**src/design/ssp_pkg.sv**
```systemverilog
// ----------------------------------------------------------------------------
// ssp_pkg
// Types, constants and the microprogram of the strapdown propagation block.
// ----------------------------------------------------------------------------
package ssp_pkg;

  localparam int DW = 32;
  localparam int FB = 16;
  localparam int AW = 40;
  localparam int PW = 7;

  localparam logic signed [DW-1:0] ONE = 32'sh0001_0000;
  localparam logic [15:0] TS_RESET = 16'd655;

  // operation codes
  localparam logic [1:0] OP_MUL  = 2'd0;
  localparam logic [1:0] OP_MULH = 2'd1;
  localparam logic [1:0] OP_REG  = 2'd2;
  localparam logic [1:0] OP_REG2 = 2'd3;

  // operand addresses, bit 5 selects the scratch memory
  localparam logic [5:0] A_AX0 = 6'd0;
  localparam logic [5:0] A_AX1 = 6'd1;
  localparam logic [5:0] A_AX2 = 6'd2;
  localparam logic [5:0] A_RX0 = 6'd3;
  localparam logic [5:0] A_RX1 = 6'd4;
  localparam logic [5:0] A_RX2 = 6'd5;
  localparam logic [5:0] A_DT  = 6'd6;
  localparam logic [5:0] A_P0  = 6'd7;
  localparam logic [5:0] A_P1  = 6'd8;
  localparam logic [5:0] A_P2  = 6'd9;
  localparam logic [5:0] A_V0  = 6'd10;
  localparam logic [5:0] A_V1  = 6'd11;
  localparam logic [5:0] A_V2  = 6'd12;
  localparam logic [5:0] A_QW  = 6'd13;
  localparam logic [5:0] A_QX  = 6'd14;
  localparam logic [5:0] A_QY  = 6'd15;
  localparam logic [5:0] A_QZ  = 6'd16;
  localparam logic [5:0] A_ONE = 6'd17;
  localparam logic [5:0] T_H0  = 6'd32;
  localparam logic [5:0] T_H1  = 6'd33;
  localparam logic [5:0] T_H2  = 6'd34;
  localparam logic [5:0] T_D2  = 6'd35;
  localparam logic [5:0] T_XX  = 6'd36;
  localparam logic [5:0] T_YY  = 6'd37;
  localparam logic [5:0] T_ZZ  = 6'd38;
  localparam logic [5:0] T_XY  = 6'd39;
  localparam logic [5:0] T_XZ  = 6'd40;
  localparam logic [5:0] T_YZ  = 6'd41;
  localparam logic [5:0] T_XW  = 6'd42;
  localparam logic [5:0] T_YW  = 6'd43;
  localparam logic [5:0] T_ZW  = 6'd44;
  localparam logic [5:0] T_R00 = 6'd45;
  localparam logic [5:0] T_R01 = 6'd46;
  localparam logic [5:0] T_R02 = 6'd47;
  localparam logic [5:0] T_R10 = 6'd48;
  localparam logic [5:0] T_R11 = 6'd49;
  localparam logic [5:0] T_R12 = 6'd50;
  localparam logic [5:0] T_R20 = 6'd51;
  localparam logic [5:0] T_R21 = 6'd52;
  localparam logic [5:0] T_R22 = 6'd53;
  localparam logic [5:0] T_A0  = 6'd54;
  localparam logic [5:0] T_A1  = 6'd55;
  localparam logic [5:0] T_A2  = 6'd56;
  localparam logic [5:0] T_NW  = 6'd57;
  localparam logic [5:0] T_NX  = 6'd58;
  localparam logic [5:0] T_NY  = 6'd59;
  localparam logic [5:0] T_NZ  = 6'd60;

  localparam logic [PW-1:0] PC_LAST = 7'd77;

  typedef struct packed {
    logic       en;
    logic [1:0] op;
    logic [5:0] a;
    logic [5:0] b;
    logic       clr;
    logic       neg;
    logic       wr;
    logic [5:0] dst;
  } instr_t;

  typedef struct packed {
    logic   load;
    instr_t ins;
  } cmd_t;

  typedef struct packed {
    logic out_full;
  } sts_t;

  function automatic instr_t mi(logic [1:0] op, logic [5:0] a, logic [5:0] b,
                                int clr, int neg, int wr, logic [5:0] dst);
    instr_t r;
    r.en = 1'b1; r.op = op; r.a = a; r.b = b;
    r.clr = clr[0]; r.neg = neg[0]; r.wr = wr[0]; r.dst = dst;
    return r;
  endfunction

  // accumulate chains; each entry reads a temporary only after the write of it has landed
  function automatic instr_t prog(logic [PW-1:0] pc);
    instr_t r;
    r = '0;
    case (pc)
      7'd0:  r = mi(OP_MULH, A_RX0, A_DT, 1, 0, 1, T_H0);
      7'd1:  r = mi(OP_MULH, A_RX1, A_DT, 1, 0, 1, T_H1);
      7'd2:  r = mi(OP_MULH, A_RX2, A_DT, 1, 0, 1, T_H2);
      7'd3:  r = mi(OP_MULH, A_DT, A_DT, 1, 0, 1, T_D2);
      7'd4:  r = mi(OP_MUL, A_QX, A_QX, 1, 0, 1, T_XX);
      7'd5:  r = mi(OP_MUL, A_QY, A_QY, 1, 0, 1, T_YY);
      7'd6:  r = mi(OP_MUL, A_QZ, A_QZ, 1, 0, 1, T_ZZ);
      7'd7:  r = mi(OP_MUL, A_QX, A_QY, 1, 0, 1, T_XY);
      7'd8:  r = mi(OP_MUL, A_QX, A_QZ, 1, 0, 1, T_XZ);
      7'd9:  r = mi(OP_MUL, A_QY, A_QZ, 1, 0, 1, T_YZ);
      7'd10: r = mi(OP_MUL, A_QX, A_QW, 1, 0, 1, T_XW);
      7'd11: r = mi(OP_MUL, A_QY, A_QW, 1, 0, 1, T_YW);
      7'd12: r = mi(OP_MUL, A_QZ, A_QW, 1, 0, 1, T_ZW);
      7'd13: r = mi(OP_REG,  A_ONE, A_ONE, 1, 0, 0, T_R00);
      7'd14: r = mi(OP_REG2, T_YY, T_YY, 0, 1, 0, T_R00);
      7'd15: r = mi(OP_REG2, T_ZZ, T_ZZ, 0, 1, 1, T_R00);
      7'd16: r = mi(OP_REG2, T_XY, T_XY, 1, 0, 0, T_R01);
      7'd17: r = mi(OP_REG2, T_ZW, T_ZW, 0, 1, 1, T_R01);
      7'd18: r = mi(OP_REG2, T_XZ, T_XZ, 1, 0, 0, T_R02);
      7'd19: r = mi(OP_REG2, T_YW, T_YW, 0, 0, 1, T_R02);
      7'd20: r = mi(OP_REG2, T_XY, T_XY, 1, 0, 0, T_R10);
      7'd21: r = mi(OP_REG2, T_ZW, T_ZW, 0, 0, 1, T_R10);
      7'd22: r = mi(OP_REG,  A_ONE, A_ONE, 1, 0, 0, T_R11);
      7'd23: r = mi(OP_REG2, T_XX, T_XX, 0, 1, 0, T_R11);
      7'd24: r = mi(OP_REG2, T_ZZ, T_ZZ, 0, 1, 1, T_R11);
      7'd25: r = mi(OP_REG2, T_YZ, T_YZ, 1, 0, 0, T_R12);
      7'd26: r = mi(OP_REG2, T_XW, T_XW, 0, 1, 1, T_R12);
      7'd27: r = mi(OP_REG2, T_XZ, T_XZ, 1, 0, 0, T_R20);
      7'd28: r = mi(OP_REG2, T_YW, T_YW, 0, 1, 1, T_R20);
      7'd29: r = mi(OP_REG2, T_YZ, T_YZ, 1, 0, 0, T_R21);
      7'd30: r = mi(OP_REG2, T_XW, T_XW, 0, 0, 1, T_R21);
      7'd31: r = mi(OP_REG,  A_ONE, A_ONE, 1, 0, 0, T_R22);
      7'd32: r = mi(OP_REG2, T_XX, T_XX, 0, 1, 0, T_R22);
      7'd33: r = mi(OP_REG2, T_YY, T_YY, 0, 1, 1, T_R22);
      7'd34: r = mi(OP_MUL, T_R00, A_AX0, 1, 0, 0, T_A0);
      7'd35: r = mi(OP_MUL, T_R01, A_AX1, 0, 0, 0, T_A0);
      7'd36: r = mi(OP_MUL, T_R02, A_AX2, 0, 0, 1, T_A0);
      7'd37: r = mi(OP_MUL, T_R10, A_AX0, 1, 0, 0, T_A1);
      7'd38: r = mi(OP_MUL, T_R11, A_AX1, 0, 0, 0, T_A1);
      7'd39: r = mi(OP_MUL, T_R12, A_AX2, 0, 0, 1, T_A1);
      7'd40: r = mi(OP_MUL, T_R20, A_AX0, 1, 0, 0, T_A2);
      7'd41: r = mi(OP_MUL, T_R21, A_AX1, 0, 0, 0, T_A2);
      7'd42: r = mi(OP_MUL, T_R22, A_AX2, 0, 0, 1, T_A2);
      7'd43: r = mi(OP_REG, A_P0, A_P0, 1, 0, 0, A_P0);
      7'd44: r = mi(OP_MUL, A_V0, A_DT, 0, 0, 0, A_P0);
      7'd45: r = mi(OP_MUL, T_A0, T_D2, 0, 0, 1, A_P0);
      7'd46: r = mi(OP_REG, A_V0, A_V0, 1, 0, 0, A_V0);
      7'd47: r = mi(OP_MUL, T_A0, A_DT, 0, 0, 1, A_V0);
      7'd48: r = mi(OP_REG, A_P1, A_P1, 1, 0, 0, A_P1);
      7'd49: r = mi(OP_MUL, A_V1, A_DT, 0, 0, 0, A_P1);
      7'd50: r = mi(OP_MUL, T_A1, T_D2, 0, 0, 1, A_P1);
      7'd51: r = mi(OP_REG, A_V1, A_V1, 1, 0, 0, A_V1);
      7'd52: r = mi(OP_MUL, T_A1, A_DT, 0, 0, 1, A_V1);
      7'd53: r = mi(OP_REG, A_P2, A_P2, 1, 0, 0, A_P2);
      7'd54: r = mi(OP_MUL, A_V2, A_DT, 0, 0, 0, A_P2);
      7'd55: r = mi(OP_MUL, T_A2, T_D2, 0, 0, 1, A_P2);
      7'd56: r = mi(OP_REG, A_V2, A_V2, 1, 0, 0, A_V2);
      7'd57: r = mi(OP_MUL, T_A2, A_DT, 0, 0, 1, A_V2);
      7'd58: r = mi(OP_REG, A_QW, A_QW, 1, 0, 0, T_NW);
      7'd59: r = mi(OP_MUL, T_H0, A_QX, 0, 1, 0, T_NW);
      7'd60: r = mi(OP_MUL, T_H1, A_QY, 0, 1, 0, T_NW);
      7'd61: r = mi(OP_MUL, T_H2, A_QZ, 0, 1, 1, T_NW);
      7'd62: r = mi(OP_REG, A_QX, A_QX, 1, 0, 0, T_NX);
      7'd63: r = mi(OP_MUL, T_H0, A_QW, 0, 0, 0, T_NX);
      7'd64: r = mi(OP_MUL, T_H1, A_QZ, 0, 0, 0, T_NX);
      7'd65: r = mi(OP_MUL, T_H2, A_QY, 0, 1, 1, T_NX);
      7'd66: r = mi(OP_REG, A_QY, A_QY, 1, 0, 0, T_NY);
      7'd67: r = mi(OP_MUL, T_H0, A_QZ, 0, 1, 0, T_NY);
      7'd68: r = mi(OP_MUL, T_H1, A_QW, 0, 0, 0, T_NY);
      7'd69: r = mi(OP_MUL, T_H2, A_QX, 0, 0, 1, T_NY);
      7'd70: r = mi(OP_REG, A_QZ, A_QZ, 1, 0, 0, T_NZ);
      7'd71: r = mi(OP_MUL, T_H0, A_QY, 0, 0, 0, T_NZ);
      7'd72: r = mi(OP_MUL, T_H1, A_QX, 0, 1, 0, T_NZ);
      7'd73: r = mi(OP_MUL, T_H2, A_QW, 0, 0, 1, T_NZ);
      7'd74: r = mi(OP_REG, T_NW, T_NW, 1, 0, 1, A_QW);
      7'd75: r = mi(OP_REG, T_NX, T_NX, 1, 0, 1, A_QX);
      7'd76: r = mi(OP_REG, T_NY, T_NY, 1, 0, 1, A_QY);
      7'd77: r = mi(OP_REG, T_NZ, T_NZ, 1, 0, 1, A_QZ);
      default: r = '0;
    endcase
    return r;
  endfunction

  // scale by 2^-16 or 2^-17, round half up, saturate
  function automatic logic signed [DW-1:0] rnd_sat(logic signed [2*DW-1:0] p, logic h);
    logic signed [2*DW:0] t;
    logic signed [2*DW:0] s;
    t = {p[2*DW-1], p} + (h ? 65'sd65536 : 65'sd32768);
    s = h ? (t >>> (FB + 1)) : (t >>> FB);
    if (s > 65'sh0_7FFF_FFFF) return 32'sh7FFF_FFFF;
    if (s < -65'sh0_8000_0000) return 32'sh8000_0000;
    return s[DW-1:0];
  endfunction

  function automatic logic signed [DW-1:0] sat_acc(logic signed [AW-1:0] v);
    if (v > 40'sh00_7FFF_FFFF) return 32'sh7FFF_FFFF;
    if (v < -40'sh00_8000_0000) return 32'sh8000_0000;
    return v[DW-1:0];
  endfunction

endpackage

```
**src/design/ssp_ctrl.sv**
```systemverilog
// ----------------------------------------------------------------------------
// ssp_ctrl
// Sequencer: accepts an item, steps the microprogram, waits for the drain.
// ----------------------------------------------------------------------------
module ssp_ctrl (
  input  logic          clk,
  input  logic          rst_n,
  input  logic          in_valid,
  input  logic          out_stall,
  input  ssp_pkg::sts_t sts,
  output logic          in_stall,
  output ssp_pkg::cmd_t cmd
);

  localparam logic [1:0] S_IDLE  = 2'd0;
  localparam logic [1:0] S_RUN   = 2'd1;
  localparam logic [1:0] S_DRAIN = 2'd2;

  logic [1:0]             state_r, state_nxt;
  logic [ssp_pkg::PW-1:0] pc_r, pc_nxt;
  logic                   drn_r, drn_nxt;
  logic                   acc_ok;

  assign acc_ok   = (state_r == S_IDLE) && (!sts.out_full || !out_stall);
  assign in_stall = !acc_ok;

  always_comb begin
    cmd.load = in_valid && acc_ok;
    cmd.ins  = ssp_pkg::prog(pc_r);
    if (state_r != S_RUN) begin
      cmd.ins.en = 1'b0;
    end
  end

  always_comb begin
    state_nxt = state_r;
    pc_nxt    = pc_r;
    drn_nxt   = drn_r;
    case (state_r)
      S_IDLE: begin
        if (cmd.load) begin
          state_nxt = S_RUN;
          pc_nxt    = '0;
        end
      end
      S_RUN: begin
        if (pc_r == ssp_pkg::PC_LAST) begin
          state_nxt = S_DRAIN;
          drn_nxt   = 1'b0;
        end else begin
          pc_nxt = pc_r + 7'd1;
        end
      end
      S_DRAIN: begin
        // stay until the last instruction has passed ins1_r and ins2_r and its write lands
        drn_nxt = 1'b1;
        if (drn_r) begin
          state_nxt = S_IDLE;
        end
      end
      default: state_nxt = S_IDLE;
    endcase
  end

  always_ff @(posedge clk) begin
    if (!rst_n) begin
      state_r <= S_IDLE;
      pc_r    <= '0;
      drn_r   <= 1'b0;
    end else begin
      state_r <= state_nxt;
      pc_r    <= pc_nxt;
      drn_r   <= drn_nxt;
    end
  end

  a_load_idle: assert property (@(posedge clk) disable iff (!rst_n)
    cmd.load |-> state_r == S_IDLE) else $error("item taken while busy");
  a_load_run: assert property (@(posedge clk) disable iff (!rst_n)
    cmd.load |=> (state_r == S_RUN && pc_r == '0)) else $error("run did not start");
  a_pc_range: assert property (@(posedge clk) disable iff (!rst_n)
    state_r == S_RUN |-> pc_r <= ssp_pkg::PC_LAST) else $error("pc out of range");
  a_drain_done: assert property (@(posedge clk) disable iff (!rst_n)
    (state_r == S_RUN && pc_r == ssp_pkg::PC_LAST) |=> ##1 ##1 state_r == S_IDLE)
    else $error("drain length wrong");

endmodule

```
**config.mk**
```make
export PLATFORM = sky130hd
export DESIGN_NAME = ssp_ctrl
export DESIGN_NICKNAME = d
export VERILOG_FILES = /design/src/design/ssp_pkg.sv /design/src/design/ssp_ctrl.sv
export SDC_FILE = /design/constraint.sdc
export NUM_CORES = 1
export LEC_CHECK = 0
export BUFFER_PORTS_ARGS = -buffer_cell sky130_fd_sc_hd__buf_2
export CAP_MARGIN = 0
export CORE_AREA = 2 2 78 80
export CTS_CLUSTER_SIZE = 16
export DETAILED_ROUTE_END_ITERATION = 12
export DIE_AREA = 0 0 80 82
export PLACE_DENSITY = 0.91
export SLEW_MARGIN = 10
export SYNTH_ARGS = -nofsm -noshare
export SYNTH_HDL_FRONTEND = slang
export SYNTH_SLANG_ARGS = --single-unit
```
**constraint.sdc**
```tcl
create_clock -name clk -period 9 [get_ports clk]
set_input_delay 1.8 -clock clk [delete_from_list [all_inputs] [get_ports clk]]
set_output_delay 1.8 -clock clk [all_outputs]
set_load 0.02 [all_outputs]
```
Yosys cells after proc, flatten, opt, wreduce, memory -nomap -nowiden --
Memories as Yosys holds them, arrays and structs flattened. A register that Yosys moved wholly into a read port is not among the register bits. Index checks and enable logic that the tools add are counted.
Word-level totals: bits in registers 10, memory bits (read-only) 3072, memories 1
Memory list:
- (no name shown) | words 128, bits a word 24, rd ports 1, clocked after memory_dff 1, wr ports 0, line ssp_pkg.sv:104 | case (pc)
Operators by class: $add $sub $neg 1, eq/ne operators 8, mux-type cells 12, reduce and logical (&&, ||, !) cells 12
Operators by type and width (number):
- $mux W7 | 4
- $pmux W7 S2 | 1
- $ne A2 B2 Y1 const B | 4
- $add A7 B1 Y7 const B | 1
- $eq A7 B7 Y1 const B | 1
- $mux W2 | 3
- $pmux W2 S3 | 1
- $reduce_and A3 Y1 | 2
- $reduce_bool A2 Y1 | 2
- $logic_not A1 Y1 | 3
- $eq A2 B1 Y1 const B | 1
- $eq A2 B2 Y1 const B | 1
- $logic_and A1 B1 Y1 | 2
- $logic_not A2 Y1 | 1
- $mux W1 | 2
- $ne A2 B1 Y1 const B | 1
- $pmux W1 S2 | 1
- $reduce_and A2 Y1 | 1
- $logic_or A1 B1 Y1 | 1

Depth between registers and ports, before layout --
depth after elaboration 8, gate-level depth with buffers 15, depth with buffers taken out 12

Worst setup path before layout --
OpenSTA, ideal clock, no wires.
path type input-to-reg, start point input port out_stall, end point register cmd[0] (netlist name), setup time 0.124 ns, arrival time 4.208 ns, required time 8.876 ns, slack 4.668 ns, cell stages on the path 13, cell sequence a211oi_4 > inv_2 > o21ai_0 > a21o_1 > buf_2 > buf_4 > inv_1 > ha_1 > clkbuf_1 > a211oi_1 > o21ai_1 > a311oi_1 > o41ai_1
On the way: word-level cells in the longest chain between the ends 8
Ends and longest elaborated chain:
- from (decl) | line ssp_ctrl.sv:9 | input logic out_stall,
- $logic_not A1 Y1 | line ssp_ctrl.sv:24 | assign acc_ok = (state_r == S_IDLE) && (!sts.out_full || !out_stall);
- $logic_or A1 B1 Y1 | line ssp_ctrl.sv:24
- $logic_and A1 B1 Y1 | line ssp_ctrl.sv:24
- $logic_and A1 B1 Y1 | line ssp_ctrl.sv:28 | cmd.load = in_valid && acc_ok;
- $ne A2 B2 Y1 (no source line)
- $reduce_and A3 Y1 (no source line)
- $mux W7 (no source line) (2 in a row)
Every way passes these cells. A chain may end at the register's enable or synchronous reset.

Worst setup path in the final report --
start point input port out_stall, end point register cmd[11] (netlist name)
On the way: word-level cells in the longest chain between the ends 8
Ends and longest elaborated chain (line):
- $logic_not A1 Y1 | ssp_ctrl.sv:24
- $logic_or A1 B1 Y1 | ssp_ctrl.sv:24
- $logic_and A1 B1 Y1 | ssp_ctrl.sv:24
- $logic_and A1 B1 Y1 | ssp_ctrl.sv:28
- $ne A2 B2 Y1 (no source line)
- $reduce_and A3 Y1 (no source line)
- $mux W7 (no source line) (2 in a row)
Every way passes these cells.

==> flow_summary.ini <==
[run_status]
status = complete, no violations

[final_layout]
layout.nets = 459
area_growth_pct = 3.21
diodes = 0
fin_cells = 512
drive_above_1_share = 0.144
finalCoreUtilization = 0.602

[detailed_routing]
wl_per_cell_um = 22.0
routed_wl_um = 11300
drt-initial-drc-count = 790
remaining_drc_errors = 0
firstDrtPassIters = 7
ant_nets = 0
vias = 3776
viasPerCell = 7.38

[timing]
max_freq_mhz = 185
final-hold-violation-count = 0
finalMaxSlewViolations = 0
period_share = 0.599
finClkSkew_ns = 0.00758
setup_viol = 0
min_period_ns = 5.39
grt_setup_unrepaired = no
worst_slew_pin_slew_ns = 1.20
slew_headroom = 0.195
fin_setup_tns_ns = 0

[worst_hold_path]
min-delay-path-class = flip-flop to flip-flop

[global_route]
track_usage = 0.339
antenna_found_initial = 0
overflow = 0
grt_max_degree = 54
grt_pass1_vias = 3325
grt_pass1_wl_um = 17400

[floorplanning]
start_util = 0.583
die_y_um = 82
pin_count = 31
fp.dieW_um = 80
die_area_um2 = 6560
coreArea_um2 = 5750
rows = 28

[place]
routabilityCongestion = 1.02
dpl.cell_count = 506
hpwl_um = 7330
place.port_buffers = 30

[logic_synthesis]
synthArstFlopShare = 0
netlist_top_cells_area = dfxtp_1 (20%), mux2i_1 (6.3%), ha_1 (6.0%)
ys_seq_area_frac = 0.203
syn-num-nets = 460
ys_top_cells_by_count = nand2_1 (50), dfxtp_1 (34), a21oi_1 (30), nor2_1 (29), o21ai_0 (25)
ys.warnings.count = 0
ys_types = 76
yosysMostFrequentCell = nand2_1
synth_area_um2 = 3350
syn_area_per_cell_um2 = 7.63
synth_edf_count = 0
yosys.area.top_type_share = 0.203
synthCells = 439
synth_area_leader_cell = dfxtp_1
yosys_register_bits = 34
ys.flop_type = dfxtp_1

[clock_tree]
cts_resized = 0
cts_sinks = 34
cts_max_path_buffers = 2
clkTransAtPathRegs_ns = 0.07
htree_levels = 2
ctsHoldBuffers = 0
cts_buffers = 5
clkLatencyLatePin_ns = 0.29
cts_tree = built
cts_setup_buffers = 0
root_buffer = clkbuf_8

[power_and_ir_drop]
pwr-share-comb = 0.157
switchingPower_mw = 0.0902
p_leak_nw = 1.38
seqPwrFrac = 0.487
p_int_mw = 0.228
vdd_drop_max_mv = 0.0636
swShare = 0.283
clockPowerShare = 0.356
power_density_nw_per_um2 = 92.2

[worst_setup_path]
cp.required_ns = 9.17
path_max_fanout = 20
crit_arrival_ns = 5.57
cp-end-kind = flip-flop
cp-start-kind = input pin
reg2reg_slack_ns = 4.67
path_class = input pin to flip-flop

[job]
cap_violations = 0
## metrics by stage
stage	total power, mW	setup slack (ns)	instance area (µm²)	hold WS, ns
global route	0.328	3.54	3460	0.529
floorplan	0.194	4.67	3350	0.462
detailed placement	0.206	3.58	3370	0.482
CTS	0.316	3.86	3460	0.491
finish	0.319	3.61	3460	0.487
global placement	0.206	3.59	3370	0.471
## power groups by stage
stage | clock network [mW] | logic, mW | registers [mW]
after CTS | 0.113 | 0.0481 | 0.155
final | 0.114 | 0.0499 | 0.155
after global routing | 0.119 | 0.0529 | 0.155
after global placement | 0 | 0.0475 | 0.158
after detailed placement | 0 | 0.0478 | 0.159
after floorplan | 0 | 0.0342 | 0.159
## placed cells by master, fill, tap and decap left out, types with 3 or more instances in the layout
cell and n:
o21a_1 3, a21o_1 7, a2bb2oi_1 3, o22ai_1 6, a31oi_1 9, a211oi_1 6
mux2i_1 21, nand2_1 50, a21oi_1 30, nor2_1 29, o211ai_1 13, o21ai_0 25
buf_4 5, o221ai_1 7, nor4_1 6, ha_1 16, clkbuf_8 6, o32ai_1 3
o21ai_1 4, nor2b_1 3, inv_2 3, o31ai_1 6, dfxtp_1 34, nor3_1 10
inv_1 10, buf_2 30, o41ai_1 3, a2111oi_0 3, a221oi_1 5, o311ai_1 3
nand3_1 16
## cell type report
type | instances | area, µm²
Multi-Input combinational cell | 345 | 2340
Fill cell | 505 | 2290
Sequential cell | 34 | 681
Timing Repair Buffer | 35 | 188
Tap cell | 75 | 93.8
Clock buffer | 6 | 82.6
Inverter | 17 | 71.3
## routing by layer
layer | wire [µm] | global-route usage | vias to the layer above
met5 | 0 | 0 | -
met4 | 738 | 0.210 | 0
met3 | 1550 | 0.0714 | 90
met2 | 4560 | 0.481 | 353
met1 | 4410 | 0.466 | 1682
li1 | - | - | 1651
## registers in the layout, indices dropped and copies added, names as in the netlist, named ones only
| signal | cells |
|---|---|
| cmd | 23 |
| drn_r | 1 |
| state_r | 2 |
| pc_r | 7 |
## logic make-up (layout without fill, tap and decap cells)
family,after synthesis,in the layout,synth area share
compound gates,169,169,0.365
xor+xnor,4,4,0.0105
fa+ha+maj,16,16,0.0598
buf+inv,60,58,0.0979
flops,34,34,0.203
mux,21,21,0.0628
simple gates,135,135,0.201
## final timing paths
path,from,endpoint,depth (start not counted)
setup / recovery,out_stall,cmd[11]$_DFF_P_,11
hold / removal,drn_r$_SDFFE_PN0P_,drn_r$_SDFFE_PN0P_,2
setup reg to reg,pc_r[0]$_SDFFE_PN0N_,cmd[11]$_DFF_P_,10
hold reg to reg,drn_r$_SDFFE_PN0P_,drn_r$_SDFFE_PN0P_,2
## critical path, stage by stage
cell	delay (ns)
buf_2	0.11
a211oi_4	0.28
inv_2	0.08
o21ai_0	0.33
a21o_1	0.58
inv_1	0.30
ha_1	0.40
a211oi_1	0.97
o311ai_0	0.40
o211ai_1	0.20
nand3_1	0.09
Power figures use the tool's default switching activity.
